`src/hdl/zorht_pkg.sv`:
```
// ----------------------------------------------------------------------------
// zorht_pkg
// shared types and constants of the z-ordered rect hit table
// ----------------------------------------------------------------------------
package zorht_pkg;

    localparam int SLOT_W   = 7;
    localparam int IN_DW    = 128;
    localparam int OUT_DW   = 24;

    localparam logic FUNC_ADD = 1'b0;
    localparam logic FUNC_QRY = 1'b1;

    localparam logic STATUS_OK   = 1'b0;
    localparam logic STATUS_FULL = 1'b1;

    // one table entry; a query token keeps its point in left/top
    typedef struct packed {
        logic [15:0] tag;
        logic [15:0] order;
        logic [15:0] height;
        logic [15:0] width;
        logic [15:0] top;
        logic [15:0] left;
    } t_ent;

    // wave that walks down the cell chain, one cell per cycle
    typedef struct packed {
        logic              vld;
        logic              qry;
        logic              done;
        logic [SLOT_W-1:0] slot;
        t_ent              ent;
    } t_tok;

endpackage

```
`src/hdl/zorht_cell.sv`:
```
// ----------------------------------------------------------------------------
// zorht_cell
// one table slot: stores an entry and passes the wave to the next slot
// ----------------------------------------------------------------------------
module zorht_cell #(
    parameter int IDX   = 0,
    parameter int CNT_W = 7
) (
    input  logic             i_clk,
    input  logic             i_rst_n,
    input  zorht_pkg::t_tok  i_tok,
    input  logic [CNT_W-1:0] i_cnt,
    output zorht_pkg::t_tok  o_tok
);

    localparam logic [CNT_W-1:0]             IDX_C  = CNT_W'(IDX);
    localparam logic [zorht_pkg::SLOT_W-1:0] SLOT_C = zorht_pkg::SLOT_W'(IDX);

    zorht_pkg::t_ent r_ent;
    zorht_pkg::t_ent n_ent;
    zorht_pkg::t_tok r_tok;
    zorht_pkg::t_tok n_tok;
    logic            w_valid;
    logic            w_at_end;
    logic            w_le;
    logic            w_hit;

    // half-open containment test on sign-extended edges
    function automatic logic holds(zorht_pkg::t_ent e, logic [15:0] px, logic [15:0] py);
        logic signed [17:0] x;
        logic signed [17:0] y;
        logic signed [17:0] l;
        logic signed [17:0] t;
        logic signed [17:0] r;
        logic signed [17:0] b;
        x = {{2{px[15]}}, px};
        y = {{2{py[15]}}, py};
        l = {{2{e.left[15]}}, e.left};
        t = {{2{e.top[15]}}, e.top};
        r = l + {2'b00, e.width};
        b = t + {2'b00, e.height};
        return (x >= l) && (x < r) && (y >= t) && (y < b);
    endfunction

    assign w_valid  = IDX_C < i_cnt;
    assign w_at_end = IDX_C == i_cnt;
    assign w_le     = $signed(r_ent.order) <= $signed(i_tok.ent.order);
    assign w_hit    = holds(r_ent, i_tok.ent.left, i_tok.ent.top);

    always_comb begin
        n_ent = r_ent;
        n_tok = i_tok;
        if (i_tok.vld && !i_tok.qry) begin
            if (w_valid) begin
                if (i_tok.done || w_le) begin
                    // swap: carried entry lands here, old one moves on
                    n_ent     = i_tok.ent;
                    n_tok.ent = r_ent;
                    if (!i_tok.done) begin
                        n_tok.done = 1'b1;
                        n_tok.slot = SLOT_C;
                    end
                end
            end else if (w_at_end) begin
                n_ent = i_tok.ent;
                if (!i_tok.done) begin
                    n_tok.slot = SLOT_C;
                end
                n_tok.done = 1'b1;
            end
        end else if (i_tok.vld && i_tok.qry) begin
            if (w_valid && !i_tok.done && w_hit) begin
                n_tok.done    = 1'b1;
                n_tok.slot    = SLOT_C;
                n_tok.ent.tag = r_ent.tag;
            end
        end
    end

    always_ff @(posedge i_clk) begin
        r_ent <= n_ent;
    end

    always_ff @(posedge i_clk) begin
        if (!i_rst_n) begin
            r_tok.vld <= 1'b0;
        end else begin
            r_tok <= n_tok;
        end
    end

    assign o_tok = r_tok;

endmodule

```
`config.mk`:
```
export PLATFORM = sky130hd
export DESIGN_NAME = zorht_cell
export DESIGN_NICKNAME = d
export VERILOG_FILES = /design/src/hdl/zorht_pkg.sv /design/src/hdl/zorht_cell.sv
export SDC_FILE = /design/constraint.sdc
export NUM_CORES = 1
export LEC_CHECK = 0
export BUFFER_PORTS_ARGS = -buffer_cell sky130_fd_sc_hd__buf_2
export CELL_PAD_IN_SITES_DETAIL_PLACEMENT = 1
export CELL_PAD_IN_SITES_GLOBAL_PLACEMENT = 2
export CORE_ASPECT_RATIO = 0.9
export CORE_MARGIN = 4
export CORE_UTILIZATION = 40
export CTS_CLUSTER_DIAMETER = 40
export DETAILED_ROUTE_END_ITERATION = 8
export MAX_ROUTING_LAYER = met4
export PLACE_DENSITY_LB_ADDON = 0.1
export SETUP_SLACK_MARGIN = 0.3
export SLEW_MARGIN = 30
export SYNTH_ARGS = -nofsm -noshare
export SYNTH_HDL_FRONTEND = slang
export SYNTH_SLANG_ARGS = --single-unit
```
`constraint.sdc`:
```
create_clock -name i_clk -period 13.2 [get_ports i_clk]
set_input_delay 2.64 -clock i_clk [delete_from_list [all_inputs] [get_ports i_clk]]
set_output_delay 2.64 -clock i_clk [all_outputs]
set_load 0.05 [all_outputs]
```
======== Yosys cells after proc, flatten, opt, wreduce, memory -nomap -nowiden ========
Cells that the tools add are included.
storage, ports and cells
  register bits after elaboration ......... 202
  bits of input ports ..................... 115
  output and inout bits ................... 106
  word-level logic and storage cells ...... 51
operators by class
  add/subtract/negate cells ............... 2
  order comparisons ....................... 6
  eq/ne operators ......................... 1
  mux-type cells .......................... 13
  reduce and logical (&&, ||, !) cells .... 13
operator list
  operator              count
  $mux W96              4
  $mux W104             1
  $mux W80              1
  $mux W24              3
  $add A16 B17 Y18      2
  $lt A16 B18 Y1        2
  $ge A16 B16 Y1        2
  $le A16 B16 Y1        1
  $mux W8               2
  $mux W7               2
  $logic_and A1 B1 Y1   7
  $logic_not A7 Y1      1
  $lt A1 B7 Y1 const A  1
  $reduce_and A3 Y1     1
  $logic_not A1 Y1      2
  $ne A2 B1 Y1 const B  1
  $reduce_bool A2 Y1    1
  $logic_or A1 B1 Y1    1

======== Depth between registers and ports, before layout ========
  depth in word-level cells ............... 9
  depth in mapped cells ................... 22
  gate-level depth less buffers ........... 20

======== Worst setup path before layout ========
OpenSTA, ideal clock, no wires.
  path kind ............................... input to register
  from .................................... in i_tok[77] (netlist name)
  to ...................................... reg r_ent[0] (netlist name) (enable)
  library setup time ...................... 0.582 ns
  arrival ................................. 8.526 ns
  required time ........................... 12.618 ns
  setup slack ............................. 4.092 ns
  cell stages on the path ................. 7
  path buffers ............................ 0
  cells stage by stage .................... inv_1 ha_1 a21o_1 a2111oi_2 nand4_1 and2_1 a21oi_1
between the ends
  cells in the longest elaborated chain, start to end .. 4
RTL lines
  item                                RTL line          text
  from (decl)                         zorht_cell.sv:11  input zorht_pkg::t_tok i_tok,
  $le A16 B16 Y1                      zorht_cell.sv:47  assign w_le = $signed(r_ent.order) <= $signed(i_tok.ent.order);
  $logic_or A1 B1 Y1                  zorht_cell.sv:55  if (i_tok.done || w_le) begin
  $ne A2 B1 Y1 (no source line)       n/a
  $reduce_and A3 Y1 (no source line)  n/a
  to (signal assigned)                zorht_cell.sv:81  r_ent <= n_ent;
  to (decl)                           zorht_cell.sv:19  zorht_pkg::t_ent r_ent;
Every way passes these cells.
A chain may end at the register's enable or synchronous reset.

==> impl_metrics.ini <==
[power_and_ir_drop]
p_sw_share_pct = 28.9
comb_power_share_pct = 16.1
p_per_area_nw_per_um2 = 150
p_leak_nw = 5.75
power_frac_clock_pct = 46.3
internal_power_mw = 1.45
fin_total_pwr_mw = 2.04
p_sw_uw = 591
seq_power_share_pct = 37.6
ir_drop_v = 0.0000905

[global_routing]
grt_pass1_vias = 7776
antenna_found_initial = 3
grt_usage_pct = 18.2
overflow = 0
grt_max_degree = 60
grt_pass1_wl_mm = 42.2

[worst_setup_path]
critical_path_class = flop to flop
critical_path_required_ns = 13.47
start_kind = flop
arrival_ns = 6.49
cp-end-kind = flop
path_max_fanout = 16

[drt]
wl_mm = 26.7
num_vias = 7250
drt_iter0_markers = 321
via_per_inst = 5.06
wl_met2_mm = 11.7
post_drt_wl_per_cell_um = 18.6
wl_met1_mm = 12.7
ant_nets = 0
dr.max_layer_used = met4
post-route-drc-count = 0
dr_wl_met3_mm = 1.68
drt_pass1_iterations = 5

[min_path]
hp-class = flop to flop

[synth]
synth.area.top_cells = edfxtp_1 (56%), ha_1 (13%), mux2_2 (7.2%), inv_1 (2.2%), a21oi_1 (2.2%)
async_flop_share_pct = 0
synth_edf_count = 201
yosysTopAreaCell = edfxtp_1
ys.flop_type = edfxtp_1
avgSynthCellArea_um2 = 13.5
yosys_warnings = 0
syn_area_um2 = 10800
syn-instance-count = 803
yosys.cell_types.count = 57
ys_ff_latch = 202
synth_nets = 1036
yosys.area.top_type_share_pct = 55.7
yosysSeqAreaShare_pct = 55.8

[clock_tree]
clk_latency_ns = 0.52
cts_hold_repair.buffers = 0
cts_tree = yes
clk_path_buf_depth = 3
ctsResizeCount = 0
post_cts_buffers = 0
cts_root_buf = clkbuf_16
cts_num_sinks = 202
cts_buffers = 36
clk_pin_slew_ns = 0.06
htreeDepth = 2

[die]
core_area_um2 = 26400
die_y_um = 164
ios = 221
num_rows = 56
die_w_um = 182
start_util_pct = 41.1
dieArea_um2 = 29800

[placement]
hpwl_mm = 19.5
place.gp.congestion = 0.768
place_inst = 1362
port_buffers = 220

[timing]
worstMarginPinSlew_ns = 0.857
maxSlewHeadroom_pct = 42.8
finalSetupViolations = 0
setup_tns_ns = 0
fmax_mhz = 161
rsz0062_at_grt = no
period_minus_slack_ns = 6.22
hold_viol = 0
slew_viol_final = 0
fin_crit_sh_pct = 47.1
finalClockSkew_ns = 0.0233

[layout]
fin_nets = 1285
syn_to_final_growth_pct = 25.4
final_layout_size_suffix_gt1_share_pct = 35.0
fin_cells = 1432

[job]
maxCapViolCount = 0

[run_status]
status = complete, no violations
-- critical path, stage by stage, from the launching register on --
cell	delay, ns
edfxtp_1	0.43
ha_1	0.25
inv_1	0.07
fa_1	0.20
nor2b_1	0.07
o31ai_1	0.44
a21oi_1	0.22
a311oi_1	0.45
nor3_1	0.13
a2111oi_0	0.45
o21bai_1	0.14
xnor2_1	0.15
ha_1	0.30
nand2_1	0.10
nor4_1	0.41
a211o_1	0.18
a31oi_1	0.04
mux2i_1	0.29
a21boi_0	0.48
a21o_1	0.75
mux2_2	0.42
-- stage by stage --
stage | hold WS [ns] | setup slack (ns) | instance area [um^2] | utilization [%]
floorplan | 0.523 | 4.09 | 10800 | -
global placement | 0.528 | 6.90 | 12300 | 46.8
detailed placement | 0.538 | 6.78 | 12300 | 46.8
CTS | 0.549 | 6.79 | 13600 | 51.4
global route | 0.570 | 6.38 | 13600 | 51.5
finish | 0.548 | 6.98 | 13600 | 51.5
-- layout by cell type, fill, tap and decap left out, types with 4 or more instances in the layout --
cell type,Yosys,routed
a211o_1,4,4
o21bai_1,8,8
or3_1,6,6
nand2_1,32,32
a21o_1,23,23
xnor2_1,15,15
or2_2,4,4
buf_2,11,219
nand2b_1,7,7
o21a_1,7,7
nand4_1,17,17
inv_1,64,64
a211oi_1,4,4
buf_4,0,6
nor2b_1,7,7
edfxtp_1,201,201
inv_6,0,9
clkbuf_16,0,36
and2_1,11,11
mux2_4,10,10
diode_2,0,4
o21ai_0,32,32
nor2_1,20,20
nand3_1,14,14
mux2_2,69,69
a21oi_1,47,46
ha_1,116,116
xor2_1,15,15
nor3_1,11,11
-- routing by layer --
metal	GRT usage, %	vias to the layer above
met2	27.0	186
met5	-	-
met3	4.54	42
met1	25.2	3442
met4	4.74	0
li1	-	3580
-- state kept, by name (all words and copies together), names as in the netlist --
signal and flops:
r_ent 96, o_tok 106
-- path summary, 6_finish.rpt --
path | end | slack [ns] | cells past startpoint | start
hold reg to reg | o_tok[89]$_DFFE_PP_ | 0.55 | 1 | r_ent[89]$_DFFE_PP_
hold / removal | o_tok[89]$_DFFE_PP_ | 0.55 | 1 | r_ent[89]$_DFFE_PP_
setup / recovery | o_tok[84]$_DFFE_PP_ | 6.98 | 20 | r_ent[16]$_DFFE_PP_
setup reg to reg | o_tok[84]$_DFFE_PP_ | 6.98 | 20 | r_ent[16]$_DFFE_PP_
-- synthesized netlist by cell type (8+ instances only) --
library cell  number
edfxtp_1         201
ha_1             116
mux2_2            69
inv_1             64
a21oi_1           47
nand2_1           32
o21ai_0           32
a21o_1            23
nor2_1            20
nand4_1           17
xnor2_1           15
xor2_1            15
nand3_1           14
and2_1            11
buf_2             11
nor3_1            11
mux2_4            10
o21bai_1           8
-- area by class of cell --
cell class / instances / area, um^2
fill: 2758 / 12800
timing repair buffer: 225 / 1140
multi-input combinational: 523 / 4480
sequential: 202 / 6060
tap: 348 / 435
clock inverter: 28 / 333
antenna: 4 / 10.0
clock buffer: 38 / 908
inverter: 64 / 240
-- logic make-up (layout without fill, tap and decap cells) --
kind of cell	Yosys count	in the layout	share of synthesized area, %
adder cells (fa/ha/maj)	118	118	13.8
XOR/XNOR	30	30	2.42
AND/OR/NAND/NOR	136	136	6.44
buffers and inverters	78	355	3.05
other	0	4	0
flip-flops	202	202	55.8
AO/OA/AOI/OAI	159	159	9.86
multiplexers	80	80	8.64
-- power groups by stage --
stage               Sequential [mW]  Combinational, mW  Clock, mW
floorplan                     0.862              0.152          0
global placement              0.781              0.327          0
detailed placement            0.782              0.331          0
CTS                           0.770              0.333      0.969
global route                  0.773              0.365       1.00
finish                        0.769              0.328      0.946
Power figures use the tool's default switching activity.
